File: src/hdl/tcw_pkg.sv
// Shared types, constants and helpers for the text console writer.
// No dependencies; imported by tcw_cursor, text_console_writer and the testbench.
`default_nettype none
package tcw_pkg;

  localparam int COLUMNS_DEF = 80;
  localparam int ROWS_DEF    = 25;

  localparam int MODE_W    = 2;
  localparam int IN_DATA_W = 88;
  localparam int OUT_DATA_W = 32;
  localparam int CELL_W    = 16;

  localparam logic [1:0] MODE_PUT   = 2'd0;
  localparam logic [1:0] MODE_HEX   = 2'd1;
  localparam logic [1:0] MODE_CLEAR = 2'd2;
  localparam logic [1:0] MODE_READ  = 2'd3;

  localparam logic [7:0] CODE_LF    = 8'h0A;
  localparam logic [7:0] CODE_CR    = 8'h0D;
  localparam logic [7:0] CODE_BLANK = 8'h20;
  localparam logic [7:0] CODE_ZERO  = 8'h30;
  localparam logic [7:0] CODE_X     = 8'h78;
  localparam logic [7:0] RESET_ATTR = 8'h0F;

  // "0x" plus sixteen digits
  localparam logic [4:0] PRINT_LEN = 5'd18;

  typedef struct packed {
    logic       put;
    logic       home;
    logic [7:0] code;
  } cur_cmd_t;

  function automatic logic [7:0] hex_glyph(input logic [3:0] nib);
    logic [7:0] g;
    if (nib < 4'd10) begin
      g = CODE_ZERO + {4'd0, nib};
    end else begin
      g = 8'h41 + {4'd0, nib} - 8'd10;
    end
    return g;
  endfunction

endpackage
`default_nettype wire

File: src/hdl/tcw_cursor.sv
// Cursor position registers and the put-character step (LF, CR, wrap, scroll).
// Depends on tcw_pkg.
`default_nettype none
module tcw_cursor #(
  parameter int COLUMNS = tcw_pkg::COLUMNS_DEF,
  parameter int ROWS    = tcw_pkg::ROWS_DEF
) (
  input  wire logic                                 clk,
  input  wire logic                                 rst_n,
  input  wire tcw_pkg::cur_cmd_t                    cmd,
  output logic [$clog2(COLUMNS)-1:0]                col,
  output logic [$clog2(ROWS)-1:0]                   row,
  output logic [$clog2(ROWS*COLUMNS)-1:0]           addr,
  output logic                                      scroll
);
  import tcw_pkg::*;

  localparam int COL_W  = $clog2(COLUMNS);
  localparam int ROW_W  = $clog2(ROWS);
  localparam int ADDR_W = $clog2(ROWS*COLUMNS);

  logic [COL_W-1:0] col_r, col_nxt;
  logic [ROW_W-1:0] row_r, row_nxt;
  logic [COL_W:0]   c;
  logic [ROW_W:0]   r;

  always_comb begin
    c      = {1'b0, col_r};
    r      = {1'b0, row_r};
    scroll = 1'b0;
    if (cmd.code == CODE_LF) begin
      c = '0;
      r = {1'b0, row_r} + (ROW_W+1)'(1);
    end else if (cmd.code == CODE_CR) begin
      c = '0;
    end else begin
      c = {1'b0, col_r} + (COL_W+1)'(1);
    end
    // wrap at the row end
    if (c == (COL_W+1)'(COLUMNS)) begin
      c = '0;
      r = {1'b0, row_r} + (ROW_W+1)'(1);
    end
    // past the last row: stay on the last row and scroll
    if (r == (ROW_W+1)'(ROWS)) begin
      r      = (ROW_W+1)'(ROWS - 1);
      scroll = cmd.put;
    end
    col_nxt = col_r;
    row_nxt = row_r;
    if (cmd.home) begin
      col_nxt = '0;
      row_nxt = '0;
    end else if (cmd.put) begin
      col_nxt = c[COL_W-1:0];
      row_nxt = r[ROW_W-1:0];
    end
  end

  always_ff @(posedge clk) begin
    if (!rst_n) begin
      col_r <= '0;
      row_r <= '0;
    end else begin
      col_r <= col_nxt;
      row_r <= row_nxt;
    end
  end

  assign col  = col_r;
  assign row  = row_r;
  assign addr = ADDR_W'(row_r * COLUMNS) + ADDR_W'(col_r);

endmodule
`default_nettype wire

File: config.mk
export PLATFORM = sky130hd
export DESIGN_NAME = tcw_cursor
export DESIGN_NICKNAME = d
export VERILOG_FILES = /design/src/hdl/tcw_pkg.sv /design/src/hdl/tcw_cursor.sv
export SDC_FILE = /design/constraint.sdc
export NUM_CORES = 1
export LEC_CHECK = 0
export BUFFER_PORTS_ARGS = -buffer_cell sky130_fd_sc_hd__buf_2
export CAP_MARGIN = 30
export CORE_UTILIZATION = 51
export DETAILED_ROUTE_END_ITERATION = 6
export PLACE_DENSITY_LB_ADDON = 0.25
export SKIP_LAST_GASP = 1
export SLEW_MARGIN = 20
export SYNTH_ARGS = -nofsm -noshare
export SYNTH_HDL_FRONTEND = slang
export SYNTH_SLANG_ARGS = --single-unit
File: constraint.sdc
create_clock -name clk -period 3.3 [get_ports clk]
set_clock_uncertainty 0.1 [all_clocks]
set_input_delay 0.495 -clock clk [delete_from_list [all_inputs] [get_ports clk]]
set_output_delay 0.495 -clock clk [all_outputs]
set_load 0.03 [all_outputs]
==> metrics <==
status=completed; Die Y=48.6 um; RD Place Congestion=0.860; Final setup viols=0; first-pass GRT wire length=4190 um; final instance area=0.00129 mm2; compound-gate portion of the synthesized area=19.8%; total chip power=263 uW; WP data required=2.70 ns; post-route clock period utilization=94.2%; initial antenna violation count=0; Yosys warnings=0; hold_buf cts=0; wire per inst=roughly 12 um; # DRC=0; critical path's largest stage delay=between 0.4 and 0.5 ns; Tmin final=3.11 ns; Total GRT Usage=22.2%; share of the synthesized area in the top cell type=21.7%; top post-synthesis cells by area=dfxtp_1, ha_1, xnor2_1; Core Region=0.00200 mm2; # IOs=36; EDFF count, synth=0; worst slew pin tran=0.512 ns; Mapped Area=0.00111 mm2; clk slew on worst S/H paths=0.07 ns; Slew headroom=65.8%; RSZ-0062 raised after global routing=yes; top cell type by total area after synthesis=dfxtp_1; sequential element share of the synthesized area=between 20% and 30%; Post-Syn Instances=133; Peak VDD IR=~0.00016 V; Core Util, Final=64.5%; vias in the first global route=just under 1000; via count=1086; Pre-antenna DRT Iters=4; hpwl dp=about 1800 um; share of post-route cells with drive strength above 1=around 29%; Slew Viols, Final=0; Area Overhead vs Synth=16.5%; DR iter-0 viols=32; final wirelength=approximately 2400 um; Max Fanout on Critical Path=6; H-tree levels=1; Avg Cell Area, Syn=8.34 um2; grt total ovfl=0; CP max stage cell=dfxtp_1; # diodes=0; combinational family with the most area after synthesis=simple AND/OR/NAND/NOR gates; leakage power total=0.622 nW; syn nets=around 160; adder-cell share of the synthesized area=16.0%; Achievable Freq=322 MHz; Setup WS pre-CTS=0.419 ns; Worst Hold Class=in2reg; row count=16; worst-case clock buffer depth=2; Initial Util=a little under three fifths; flip-flop and latch count after synthesis=12; Clk Latency, worst-skew pair=0.27 ns; crit path DAT=2.51 ns; vias per inst=5.69; CTS resizes=0; critical path class=reg2out; number of distinct library cells after synthesis=40; post-synthesis mux area share=0.903%; crit path launch type=register; max-cap viol count=0; xor/xnor share of the synthesized area=8.69%; Final ANT Viol Nets=0; placed insts=about 190; Post-synth ARST share=0%; Final Hold Viols=0; dominant synthesized flop cell=dfxtp_1; Die W=between 40 and 50 um; most frequent cells in the layout=buf_2, a21oi_1, nor2_1; Synth Area in Simple Gates=between 20% and 30%; nets@finish=191; largest net degree at the start of global routing=13; worst setup margin=0.192 ns; die area=0.00236 mm2; critical path capture point type=output port; Num CTS Buffers=3; most common cell after layout, fill and taps aside=buf_2; clk sink count=12; CTS tree=built; port buffer count=35; PD cells=204 mW/mm2; root buf cell=clkbuf_4; DP Area=0.00127 mm2; Setup Buffers After CTS=0; Cell Chain, Critical Path=ha_1 -> ha_1 -> fa_1 -> xor2_1 -> o2111ai_1 -> xor2_1 -> xnor2_1 -> buf_2; final std cells w/o fill=between 150 and 200
[worst max-delay path: cells and delay by family (launching register included)]
family                   cells  cell delay (ns)
AO/OA/AOI/OAI                1             0.17
flip-flops                   1             0.44
buffers and inverters        1             0.21
XOR/XNOR                     3             0.54
adder cells (fa/ha/maj)      3             0.87
[Yosys cell counts, types with 3 or more instances]
master and n:
a21o_1 5, a21oi_1 12, buf_4 4, dfxtp_1 12
ha_1 11, inv_1 8, nand2_1 8, nand3_1 8
nor2_1 12, nor3_1 5, nor3b_1 3, o21ai_0 5
xnor2_1 7, xor2_1 4
[area by class of cell]
type,count,area (um2)
multi-input cells,106,788
repair buffers,35,175
clock buffers,3,22.5
well taps,27,33.8
flip-flops and latches,12,241
inverters,8,30.0
fillers,183,711
[power by group]
group,total [mW],internal (mW),switching (mW)
sequential,0.147,0.145,0.00151
clock,0.0927,0.0423,0.0504
combinational,0.0239,0.00953,0.0144
total,0.263,0.197,0.0663
[registers in the layout, summed over array words and instances, names as in the netlist]
name / count
row: 5
col: 7
[cells by family (layout without fill, tap and decap cells)]
| group | after synthesis | after routing |
|---|---|---|
| AO/OA/AOI/OAI | 30 | 30 |
| buffers and inverters | 15 | 46 |
| flip-flops | 12 | 12 |
| multiplexers | 1 | 1 |
| XOR/XNOR | 11 | 11 |
| adder cells (fa/ha/maj) | 13 | 13 |
| AND/OR/NAND/NOR | 51 | 51 |
[through the flow]
| step | hold WS [ns] | TNS [ns] |
|---|---|---|
| final | 0.447 | 0 |
| after detailed placement | 0.467 | 0 |
| after global placement | 0.462 | 0 |
| after CTS | 0.444 | 0 |
| after floorplan | 0.547 | 0 |
| after global routing | 0.450 | -0.0193 |
[metal layers]
metal / vias to the layer above / track usage (%) / share of wire (%)
li1: 543 / - / -
met1: 499 / 28.0 / 47
met2: 42 / 37.3 / 48
met3: 2 / 4.40 / 5.1
met4: 0 / 8.33 / 0.42
met5: - / 0 / 0
[final timing paths]
| check | startpoint | to | slack, ns | cells after the start |
|---|---|---|---|---|
| min | cmd[9] | col[6]$_SDFFE_PP0P_ | 0.45 | 3 |
| max | row[3]$_SDFFE_PP0P_ | addr[10] | 0.19 | 8 |
| min reg2reg | col[6]$_SDFFE_PP0P_ | col[6]$_SDFFE_PP0P_ | 0.48 | 2 |
| max reg2reg | col[1]$_SDFFE_PP0P_ | row[0]$_SDFFE_PP0P_ | 0.95 | 7 |
Power figures use the tool's default switching activity.
